===== config.mk =====
export PLATFORM = sky130hd
export DESIGN_NAME = hill_cipher_block_4x4_mod29_unit
export DESIGN_NICKNAME = d
export VERILOG_FILES = /design/src/hcb_pkg.sv /design/src/hcb_key_regs.sv /design/src/hcb_row_unit.sv /design/src/hill_cipher_block_4x4_mod29_unit.sv
export SDC_FILE = /design/constraint.sdc
export NUM_CORES = 2
export LEC_CHECK = 0
export BUFFER_PORTS_ARGS = -buffer_cell sky130_fd_sc_hd__buf_2
export CAP_MARGIN = 20
export CELL_PAD_IN_SITES_DETAIL_PLACEMENT = 2
export CELL_PAD_IN_SITES_GLOBAL_PLACEMENT = 2
export CORE_MARGIN = 2
export CORE_UTILIZATION = 47
export DETAILED_ROUTE_END_ITERATION = 8
export GPL_TIMING_DRIVEN = 0
export HOLD_SLACK_MARGIN = 0.12
export MAX_ROUTING_LAYER = met4
export PLACE_DENSITY = 0.94
export SYNTH_ARGS = -nofsm -noshare
export SYNTH_HDL_FRONTEND = slang
export SYNTH_SLANG_ARGS = --single-unit

===== constraint.sdc =====
create_clock -name clk -period 12.89 [get_ports clk]
set_clock_uncertainty 0.1 [all_clocks]
set_input_delay 2.578 -clock clk [delete_from_list [all_inputs] [get_ports clk]]
set_output_delay 2.578 -clock clk [all_outputs]
set_load 0.03 [all_outputs]

===== src/hcb_pkg.sv =====
`timescale 1ns / 1ps
`default_nettype none
// ----------------------------------------------------------------------------
// hcb_pkg: shared types and constants of the 4x4 mod-29 hill cipher block
// Alphabet mapping, key matrix layout and reset keys.
// ----------------------------------------------------------------------------
package hcb_pkg;

	localparam int unsigned HILL_MOD = 29;

	// reciprocal of the modulus, exact for row sums below 2**12
	localparam int unsigned RECIP_SHIFT = 14;
	localparam logic [9:0]  RECIP_MUL   = 10'd565;

	typedef logic [4:0]  sym_idx_t;
	typedef logic [11:0] row_sum_t;
	typedef logic [6:0]  quot_t;
	typedef logic [6:0]  ascii_t;

	// one matrix row, column 0 in the low bits
	typedef sym_idx_t [3:0] key_row_t;
	typedef key_row_t [3:0] key_mat_t;
	typedef sym_idx_t [3:0] idx_vec_t;

	typedef struct packed {
		key_mat_t enc;
		key_mat_t dec;
	} key_set_t;

	// configuration register indexes
	localparam logic [3:0] REG_ENC_ROW0 = 4'd0;
	localparam logic [3:0] REG_DEC_ROW0 = 4'd4;
	localparam logic [3:0] NUM_KEY_REGS = 4'd8;

	localparam logic OP_ENCRYPT = 1'b0;
	localparam logic OP_DECRYPT = 1'b1;

	localparam logic [7:0][19:0] KEY_RESET = {
		20'd913201, 20'd183668, 20'd450214, 20'd401802,
		20'd517217, 20'd447565, 20'd647352, 20'd56713
	};

	localparam logic [7:0] CHR_STAR    = 8'h2A;
	localparam logic [7:0] CHR_A       = 8'h41;
	localparam logic [7:0] CHR_Z       = 8'h5A;
	localparam logic [7:0] CHR_BRACKET = 8'h5D;
	localparam logic [7:0] CHR_PERCENT = 8'h25;

	localparam sym_idx_t IDX_BRACKET = 5'd27;
	localparam sym_idx_t IDX_PERCENT = 5'd28;
	localparam sym_idx_t IDX_STAR    = 5'd0;

	// anything outside the alphabet, lowercase included, maps to the star
	function automatic sym_idx_t index_of(input logic [7:0] c);
		sym_idx_t idx;
		logic [7:0] ofs;
		ofs = c - (CHR_A - 8'd1);
		idx = IDX_STAR;
		if (c >= CHR_A && c <= CHR_Z) begin
			idx = ofs[4:0];
		end else if (c == CHR_BRACKET) begin
			idx = IDX_BRACKET;
		end else if (c == CHR_PERCENT) begin
			idx = IDX_PERCENT;
		end
		return idx;
	endfunction

	function automatic ascii_t symbol_of(input sym_idx_t r);
		ascii_t ch;
		ascii_t ofs;
		ofs = ascii_t'(CHR_A) - 7'd1 + {2'b00, r};
		if (r == IDX_STAR) begin
			ch = CHR_STAR[6:0];
		end else if (r == IDX_BRACKET) begin
			ch = CHR_BRACKET[6:0];
		end else if (r == IDX_PERCENT) begin
			ch = CHR_PERCENT[6:0];
		end else begin
			ch = ofs;
		end
		return ch;
	endfunction

endpackage
`default_nettype wire


===== src/hcb_key_regs.sv =====
`timescale 1ns / 1ps
`default_nettype none
// ----------------------------------------------------------------------------
// hcb_key_regs: key matrix register file
// Eight 20-bit rows, encrypt rows first, written through a plain write port.
// ----------------------------------------------------------------------------
module hcb_key_regs (
	input  wire logic                clk,
	input  wire logic                arst_n,
	input  wire logic                wr_en,
	input  wire logic [3:0]          wr_index,
	input  wire logic [19:0]         wr_data,
	output hcb_pkg::key_set_t        keys
);

	hcb_pkg::key_row_t [7:0] key_q;

	always_ff @(posedge clk or negedge arst_n) begin
		if (!arst_n) begin
			key_q <= hcb_pkg::KEY_RESET;
		end else if (wr_en && wr_index < hcb_pkg::NUM_KEY_REGS) begin
			key_q[wr_index[2:0]] <= hcb_pkg::key_row_t'(wr_data);
		end
	end

	always_comb begin
		for (int r = 0; r < 4; r++) begin
			keys.enc[r] = key_q[hcb_pkg::REG_ENC_ROW0[2:0] + 3'(r)];
			keys.dec[r] = key_q[hcb_pkg::REG_DEC_ROW0[2:0] + 3'(r)];
		end
	end

endmodule
`default_nettype wire


===== src/hcb_row_unit.sv =====
`timescale 1ns / 1ps
`default_nettype none
// ----------------------------------------------------------------------------
// hcb_row_unit: one output character
// Dot product of a key row with the index vector, reduced mod 29 and mapped
// back to the alphabet over three register stages.
// ----------------------------------------------------------------------------
module hcb_row_unit (
	input  wire logic                clk,
	input  wire logic                arst_n,
	input  wire logic                valid_s3,
	input  hcb_pkg::key_row_t        row,
	input  hcb_pkg::idx_vec_t        vec,
	output hcb_pkg::ascii_t          out_char
);

	hcb_pkg::row_sum_t sum_s2;
	hcb_pkg::row_sum_t sum_s3;
	hcb_pkg::quot_t    quot_s3;
	hcb_pkg::ascii_t   char_s4;

	hcb_pkg::row_sum_t sum_d;
	logic [21:0]       recip_prod;
	logic [11:0]       quot_x29;
	hcb_pkg::row_sum_t rem_full;
	hcb_pkg::sym_idx_t rem;

	always_comb begin
		sum_d = '0;
		for (int c = 0; c < 4; c++) begin
			sum_d = sum_d + hcb_pkg::row_sum_t'(row[c]) * hcb_pkg::row_sum_t'(vec[c]);
		end
	end

	// floor(sum / 29) by multiply and shift
	assign recip_prod = 22'(sum_s2) * 22'(hcb_pkg::RECIP_MUL);

	assign quot_x29 = 12'(quot_s3) * 12'(hcb_pkg::HILL_MOD);
	assign rem_full = sum_s3 - quot_x29;
	assign rem      = rem_full[4:0];

	always_ff @(posedge clk) begin
		sum_s2  <= sum_d;
		sum_s3  <= sum_s2;
		quot_s3 <= recip_prod[hcb_pkg::RECIP_SHIFT +: 7];
		char_s4 <= hcb_pkg::symbol_of(rem);
	end

	assign out_char = char_s4;

	a_rem_in_range: assert property (@(posedge clk) disable iff (!arst_n)
		valid_s3 |-> (rem_full < 12'(hcb_pkg::HILL_MOD)))
		else $error("row residue out of range");

endmodule
`default_nettype wire


===== src/hill_cipher_block_4x4_mod29_unit.sv =====
`timescale 1ns / 1ps
`default_nettype none
// ----------------------------------------------------------------------------
// hill_cipher_block_4x4_mod29_unit: 4x4 hill cipher over a 29-symbol alphabet
// Encrypts or decrypts one four-character word per cycle.
// ----------------------------------------------------------------------------
// A word is taken at every clock edge where start is high; busy stays low, so
// a new word may follow every cycle. Its result appears on out_char0..3 with
// done high for exactly one cycle; the receiver cannot stall and must take it
// then. Four register stages: input indexes, row dot products, reciprocal
// quotient, residue and character map. Key rows are written through wr_en /
// wr_index / wr_data; the user must do so only while no word is in flight,
// the block does not enforce it. Indexes beyond the eight rows are ignored.
// ----------------------------------------------------------------------------
module hill_cipher_block_4x4_mod29_unit (
	input  wire logic        clk,
	input  wire logic        arst_n,
	input  wire logic        start,
	output logic             busy,
	input  wire logic        opcode,
	input  wire logic [7:0]  text_char0,
	input  wire logic [7:0]  text_char1,
	input  wire logic [7:0]  text_char2,
	input  wire logic [7:0]  text_char3,
	output logic             done,
	output logic [6:0]       out_char0,
	output logic [6:0]       out_char1,
	output logic [6:0]       out_char2,
	output logic [6:0]       out_char3,
	input  wire logic        wr_en,
	input  wire logic [3:0]  wr_index,
	input  wire logic [19:0] wr_data
);

	hcb_pkg::key_set_t keys;
	hcb_pkg::key_mat_t mat;
	hcb_pkg::idx_vec_t vec_s1;
	logic              opcode_s1;
	logic              valid_s1;
	logic              valid_s2;
	logic              valid_s3;
	logic              valid_s4;
	logic              accept;
	hcb_pkg::ascii_t [3:0] chars;

	assign busy   = 1'b0;
	assign accept = start && !busy;

	hcb_key_regs u_keys (
		.clk      (clk),
		.arst_n   (arst_n),
		.wr_en    (wr_en),
		.wr_index (wr_index),
		.wr_data  (wr_data),
		.keys     (keys)
	);

	always_ff @(posedge clk or negedge arst_n) begin
		if (!arst_n) begin
			valid_s1 <= 1'b0;
			valid_s2 <= 1'b0;
			valid_s3 <= 1'b0;
			valid_s4 <= 1'b0;
		end else begin
			valid_s1 <= accept;
			valid_s2 <= valid_s1;
			valid_s3 <= valid_s2;
			valid_s4 <= valid_s3;
		end
	end

	always_ff @(posedge clk) begin
		if (accept) begin
			opcode_s1 <= opcode;
			vec_s1[0] <= hcb_pkg::index_of(text_char0);
			vec_s1[1] <= hcb_pkg::index_of(text_char1);
			vec_s1[2] <= hcb_pkg::index_of(text_char2);
			vec_s1[3] <= hcb_pkg::index_of(text_char3);
		end
	end

	assign mat = (opcode_s1 == hcb_pkg::OP_DECRYPT) ? keys.dec : keys.enc;

	for (genvar r = 0; r < 4; r++) begin : g_row
		hcb_row_unit u_row (
			.clk      (clk),
			.arst_n   (arst_n),
			.valid_s3 (valid_s3),
			.row      (mat[r]),
			.vec      (vec_s1),
			.out_char (chars[r])
		);
	end

	assign done      = valid_s4;
	assign out_char0 = chars[0];
	assign out_char1 = chars[1];
	assign out_char2 = chars[2];
	assign out_char3 = chars[3];

	a_latency: assert property (@(posedge clk) disable iff (!arst_n)
		accept |-> ##4 done)
		else $error("accepted word did not complete after four cycles");

	a_no_spurious: assert property (@(posedge clk) disable iff (!arst_n)
		done |-> $past(accept, 4))
		else $error("done without a matching accepted word");

	a_done_is_symbol: assert property (@(posedge clk) disable iff (!arst_n)
		done |-> (out_char0 >= hcb_pkg::CHR_PERCENT[6:0]
			&& out_char0 <= hcb_pkg::CHR_BRACKET[6:0]))
		else $error("result character outside the alphabet range");

endmodule
`default_nettype wire


# --- After elaboration in Yosys (flattened, before gate mapping) ---
# Index checks and enable logic that the tools add are counted.
op_classes:
  n_addsub: 24
  n_mul: 24
  n_lt_le_gt_ge: 11
  n_eq_ne: 16
  n_mux: 24
  reduce_logical: 14
ops:
  columns: ["op", "n"]
  rows:
  - ["160-bit bitwise mux", 1]
  - ["5-bit by 5-bit multiplier with 10-bit output", 16]
  - ["12-bit by 10-bit adder with 12-bit output", 8]
  - ["12-bit by 10-bit multiplier with 21-bit output (second input constant)", 4]
  - ["80-bit 2-to-1 mux", 1]
  - ["20-bit demux with 3-bit select", 1]
  - ["5-bit 2-to-1 mux", 12]
  - ["7-bit 2-to-1 mux", 8]
  - ["10-bit by 10-bit adder with 11-bit output", 4]
  - ["5-bit equality test (second input constant)", 8]
  - ["8-bit by 6-bit equality test with 1-bit output (second input constant)", 4]
  - ["8-bit by 7-bit equality test with 1-bit output (second input constant)", 4]
  - ["8-bit by 7-bit greater-or-equal comparator with 1-bit output (second input constant)", 4]
  - ["8-bit by 7-bit <= comparator with 1-bit output (second input constant)", 4]
  - ["7-bit by 5-bit adder with 7-bit output (first input constant)", 4]
  - ["7-bit by 5-bit multiplier with 5-bit output (second input constant)", 4]
  - ["5-bit zero test", 4]
  - ["20-bit 2-to-1 mux", 1]
  - ["5-bit by 1-bit subtractor with 5-bit output (second input constant)", 4]
  - ["5-bit subtractor", 4]
  - ["2-bit OR reduction", 4]
  - ["1-bit logical AND", 6]
  - ["3-bit by 4-bit < comparator with 1-bit output (second input constant)", 1]
  - ["4-bit < comparator (second input constant)", 1]
  - ["3-bit by 1-bit greater-or-equal comparator with 1-bit output (second input constant)", 1]
totals:
  reg_bits: 309
  in_bits: 61
  output_inout_bits: 30

# --- Logic depth before layout (Yosys ltp) ---
depth:
  depth_word: 5
  depth_mapped: 31

# --- By module ---
# From an unflattened synthesis, not the netlist that was laid out.
unflattened:
  cells_unflattened: 3323
  hier_area_um2: 34548.1
modules_own_cells:
  columns: ["mod", "instances", "cells_per_inst", "area_each_um2", "seq_area_each_um2"]
  rows:
  - ["hcb_key_regs", 1, 348, 6551.3, 4103.9]
  - ["hcb_row_unit (g_row[1].u_row)", 1, 694, 6465.0, 580.6]
  - ["hcb_row_unit (g_row[0].u_row)", 1, 698, 6456.2, 580.6]
  - ["hcb_row_unit (g_row[3].u_row)", 1, 695, 6432.4, 580.6]
  - ["hcb_row_unit (g_row[2].u_row)", 1, 689, 6421.2, 580.6]
  - ["hill_cipher_block_4x4_mod29_unit", 1, 199, 2222.1, 730.7]

# --- Worst setup path after synthesis ---
# Ideal clock, no wire load.
synth_timing:
  kind: "reg2reg"
  startpoint: "reg opcode_s1"
  endpoint: "reg g_row[3].u_row.sum_s2[11]"
  arrival_time_ns: 7.664
  setup_slack_ns: 5.047
  stages_incl_launch_ff: 28
  path_buffers: 2
  synth_period_minus_slack_ns: 7.843
  path_cell_list: "edfxtp_1 -> clkbuf_1 -> buf_1 -> mux2i_1 -> nor2b_1 -> fa_1 -> inv_1 -> fa_1 -> inv_1 -> fa_1 -> fa_1 -> inv_1 -> fa_1 -> inv_1 -> ha_1 -> xnor2_1 -> fa_1 -> inv_1 -> fa_1 -> fa_1 -> inv_1 -> ha_1 -> a21oi_1 -> nor2b_1 -> o21a_1 -> o41ai_2 -> or4b_1 -> o211ai_1"
synth_via:
  elab_chain_len: 5
synth_lines:
  columns: ["element", "line", "text"]
  rows:
  - ["start, declared", "hill_cipher_block_4x4_mod29_unit.sv:38", "logic opcode_s1;"]
  - ["start signal, assigned", "hill_cipher_block_4x4_mod29_unit.sv:74", "opcode_s1 <= opcode;"]
  - ["80-bit 2-to-1 mux *", "hill_cipher_block_4x4_mod29_unit.sv:82", "assign mat = (opcode_s1 == hcb_pkg::OP_DECRYPT) ? keys.dec : keys.enc;"]
  - ["5-bit by 5-bit multiplier with 10-bit output", "hcb_row_unit.sv:31", "sum_d = sum_d + hcb_pkg::row_sum_t'(row[c]) * hcb_pkg::row_sum_t'(vec[c]);"]
  - ["10-bit by 10-bit adder with 11-bit output", "hcb_row_unit.sv:31", null]
  - ["12-bit by 10-bit adder with 12-bit output", "hcb_row_unit.sv:31", null]
  - ["12-bit by 10-bit adder with 12-bit output *", "hcb_row_unit.sv:31", null]
  - ["net g_row[3].u_row.sum_d[11]", "hcb_row_unit.sv:22", "hcb_pkg::row_sum_t sum_d;"]
  - ["end signal, assigned", "hcb_row_unit.sv:43", "sum_s2 <= sum_d;"]
  - ["end, declared", "hcb_row_unit.sv:17", "hcb_pkg::row_sum_t sum_s2;"]
# Mark *: on every way through the listed nets, which the timed path passes. The rest lies on a longest branch.
# A chain may end at the register's enable or synchronous reset.

# --- Worst setup path in the final report ---
layout_timing:
  startpoint: "reg opcode_s1"
  endpoint: "reg g_row[0].u_row.sum_s2[11]"
layout_via:
  elab_chain_len: 5
layout_lines:
  columns: ["element", "line"]
  rows:
  - ["80-bit 2-to-1 mux *", "hill_cipher_block_4x4_mod29_unit.sv:82"]
  - ["5-bit by 5-bit multiplier with 10-bit output", "hcb_row_unit.sv:31"]
  - ["10-bit by 10-bit adder with 11-bit output", "hcb_row_unit.sv:31"]
  - ["12-bit by 10-bit adder with 12-bit output", "hcb_row_unit.sv:31"]
  - ["12-bit by 10-bit adder with 12-bit output *", "hcb_row_unit.sv:31"]
  - ["net g_row[0].u_row.sum_d[11]", "hcb_row_unit.sv:22"]
  - ["end signal, assigned", "hcb_row_unit.sv:43"]
  - ["end, declared", "hcb_row_unit.sv:17"]
# Marked as above.

==> summary.txt <==
Worst setup path
  – Reg-to-reg critical path startpoint: opcode_s1$_DFFE_PP_
  – R2R cell count: 27
  – CP Class: reg -> reg
  – Worst setup EP type: flop
  – Top delay family on crit path: adder cells
  – Flop2flop setup slack: 2.07 ns
  – FF-to-FF End: g_row[0].u_row.sum_s2[11]$_DFF_P_
  – Most frequent CP cell: fa_1
  – Worst-path fanout max: 10
  – Slowest CP cell: buf_1
  – CP bufs+invs: 7
  – Max incr delay on CP: 0.98 ns
  – CP Data Arrival Time: 11.21 ns
  – WP data required: 13.28 ns
  – Setup crit start kind: flop

Synth
  – Net Count, Synth: 4257
  – Average size of a mapped cell: 10.30 um2
  – Flops & latches, synth: 301
  – Area contributors post-synth: fa_1 22%, ha_1 21%, inv_1 7.9%
  – Asr flop ratio synth: 54.49%
  – Sequential fraction of the synthesis area: 21.36%
  – Main synth FF type: dfxtp_1
  – YS warnings: 0
  – Area share of the largest cell type after synthesis: 22.47%
  – Synthesized instance count: 3252
  – Synth area leader: fa_1
  – Synth unique cells: 65
  – EDFF count, synth: 21
  – Netlist Area Pre-Place: 0.03350 mm2

Timing
  – Final setup TNS: 0 ns
  – Max Slew Vio Count: 0
  – Worst slew margin: 14.62%
  – Final worst path period share: 83.97%
  – Hold Vio Cnt, Final: 0
  – Final Setup Violations: 0
  – Minimum hold slack: 0.2641 ns
  – Tightest Pin Transition: 1.281 ns
  – Final min period: 10.82 ns
  – Max frequency: 92.39 MHz
  – RSZ-0062 raised after global routing: no

Clock tree
  – Post-CTS Setup Bufs: 0
  – Worst-path clk slew: 0.07 ns
  – Post-CTS Resized: 0
  – Hold buffer count at CTS: 0
  – Root Buffer: clkbuf_16
  – Max H-tree Level: 2
  – Clock tree buffer depth: 3
  – Cts bufs inserted: 42
  – Clk sinks: 301
  – TritonCTS clock tree: done
  – Clk Latency, worst-skew pair: 0.63 ns

Global route
  – Total gr overflow: 0
  – Initial antenna violation count: 7
  – Largest net degree at the start of global routing: 86
  – Vias in the first global route: 32660
  – First-pass GRT wire length: 217.7 mm
  – GRT Total Usage: 41.56%

Floorplan
  – Core Region: 0.07027 mm2
  – Rows: 97
  – Die height: 271.0 um
  – Boundary pin count: 91
  – Die X: 271.0 um
  – Full die area: 0.07343 mm2
  – Starting Density: 47.68%

Routing
  – Wire per inst: 33.94 um
  – DRT antenna net count: 0
  – Top Layer Used: met4
  – WL met2: 74.71 mm
  – Via density: 6.063
  – DRC violations left: 0
  – Met3 WL: 8.531 mm
  – Met1 wire length: 49.39 mm
  – Total Wirelength: 148.2 mm
  – Pre-Repair DR Iteration Count: 7
  – Vias: 26480
  – Drt initial violations: 1429

Worst hold path
  – Hold Startpoint: valid_s3$_DFF_PN0_
  – Hold/Removal Path Class: reg -> reg
  – Worst Hold Depth: 0
  – Hold Path End: done$_DFF_PN0_

Layout
  – Share of layout cells above drive strength 1: 13.98%
  – Layout net count: 4391
  – Filler cell count: 7092
  – Area Overhead vs Synth: 9.206%
  – Core Util, Final: 52.06%
  – Area occupied by multi-input gates: 0.02346 mm2
  – Sequential cell area: 0.007157 mm2

Place
  – Detailed Place HPWL: 99.86 mm
  – Placer's final routability congestion estimate: 0.8373
  – I/O Buffers: 89

Outcome
  – Outcome: finished, final reports clean

Flow run
  – Max-Cap Viols: 0
-- Yosys cell counts (all sizes together), types with 4 or more instances --
cell type / instances
nand3: 18
fa: 376
nand4: 8
o211ai: 7
nor2b: 125
buf: 6
xnor2: 109
dfxtp: 116
and2: 153
and3: 8
nor2: 50
inv: 703
a2111oi: 6
a21oi: 82
o21ai: 34
clkbuf: 60
nor4: 4
nor3: 17
and4: 4
nor3b: 9
o21a: 4
a21o: 27
or2: 11
mux2: 219
dfstp: 80
xor2: 32
edfxtp: 21
nand2: 175
mux2i: 31
o21bai: 15
ha: 568
nand2b: 32
a21boi: 9
o31ai: 6
nand3b: 4
dfrtp: 84
o22ai: 6
-- worst max-delay path by stage --
stage,startpoint,to,slack (ns),cells after the start
6_report,opcode_s1$_DFFE_PP_,g_row[0].u_row.sum_s2[11]$_DFF_P_,2.07,27
4_1_cts,opcode_s1$_DFFE_PP_,g_row[0].u_row.sum_s2[11]$_DFF_P_,2.51,27
3_5_place_dp,opcode_s1$_DFFE_PP_,g_row[0].u_row.sum_s2[11]$_DFF_P_,3.09,26
5_1_grt,opcode_s1$_DFFE_PP_,g_row[0].u_row.sum_s2[11]$_DFF_P_,2.00,27
3_3_place_gp,opcode_s1$_DFFE_PP_,g_row[0].u_row.sum_s2[11]$_DFF_P_,3.88,27
2_1_floorplan,opcode_s1$_DFFE_PP_,g_row[3].u_row.sum_s2[11]$_DFF_P_,5.05,27
-- flip-flops by register name (all words and copies together) (netlist names) --
signal                flops
g_row.u_row.sum_s3       20
valid_s3                  1
valid_s1                  1
opcode_s1                 1
valid_s2                  1
vec_s1                   20
done                      1
g_row.u_row.out_char     28
u_keys.keys             160
g_row.u_row.quot_s3      20
g_row.u_row.sum_s2       48
-- worst reg2reg max path: stages, from the launching register on --
cell and delay [ns]:
edfxtp_1 0.36, clkbuf_1 0.35, buf_1 0.98, mux2i_1 0.83, nand2b_1 0.26, fa_1 0.49
fa_1 0.60, inv_1 0.09, fa_1 0.53, fa_1 0.61, inv_1 0.10, fa_1 0.56
inv_1 0.05, ha_1 0.35, nor2b_1 0.18, o21ai_0 0.39, nand2b_1 0.18, xor2_1 0.43
ha_1 0.33, inv_1 0.10, fa_1 0.46, inv_1 0.18, fa_1 0.44, ha_1 0.41
a2111oi_0 0.73, o31ai_1 0.18, a21oi_1 0.25, xnor2_1 0.19
-- cells in the final DEF, fill, tap and decap left out, types with 31 or more instances in the layout --
master / count
a21oi_1: 80
dfrtp_1: 84
dfxtp_1: 116
nor2_1: 50
nand2b_1: 32
nor2b_1: 125
inv_1: 703
mux2i_1: 31
o21ai_0: 33
ha_1: 568
clkbuf_1: 69
fa_1: 376
and2_1: 153
mux2_2: 219
nand2_1: 175
clkbuf_16: 44
buf_2: 88
xnor2_1: 109
dfstp_2: 80
xor2_1: 32
-- logic make-up (layout without fill, tap and decap cells) --
group | count (synthesis) | after routing | synth area share [%]
AOI/OAI and AO/OA | 224 | 224 | 4.381
buffers and inverters | 769 | 935 | 8.627
DFF | 301 | 301 | 21.36
and+or+nand+nor | 622 | 622 | 9.964
xor gates and xnor gates | 141 | 141 | 3.686
other | 1 | 10 | 0.01119
muxes | 250 | 250 | 8.287
adders and majority gates | 944 | 944 | 43.68
-- stage by stage --
step           worst slack [ns]  instances  instance area [um2]
2_1_floorplan             5.047       3252                33500
4_1_cts                   2.515       4358                36560
3_3_place_gp              3.877       4281                35120
5_1_grt                   1.998       4365                36580
6_report                  2.067       4367                36590
3_5_place_dp              3.087       4282                35160
-- area by class of cell --
cell class	count	area share, %
clock inverter	21	0.6669
buffer	66	0.6874
multi-input combinational	2182	64.11
tap	940	3.215
antenna	9	0.06156
inverter	703	7.212
sequential	301	19.56
clock buffer	55	3.177
timing repair buffer	90	1.310
-- per-layer routing --
layer	vias to the layer above	track usage, %
met5	-	-
met1	13460	39.25
met4	0	35.13
met3	970	8.228
li1	10590	-
met2	1460	72.53
Power is left out: the tool's default activity adds up to more than one toggle a clock period on the data nets, which glitch-free logic cannot reach.
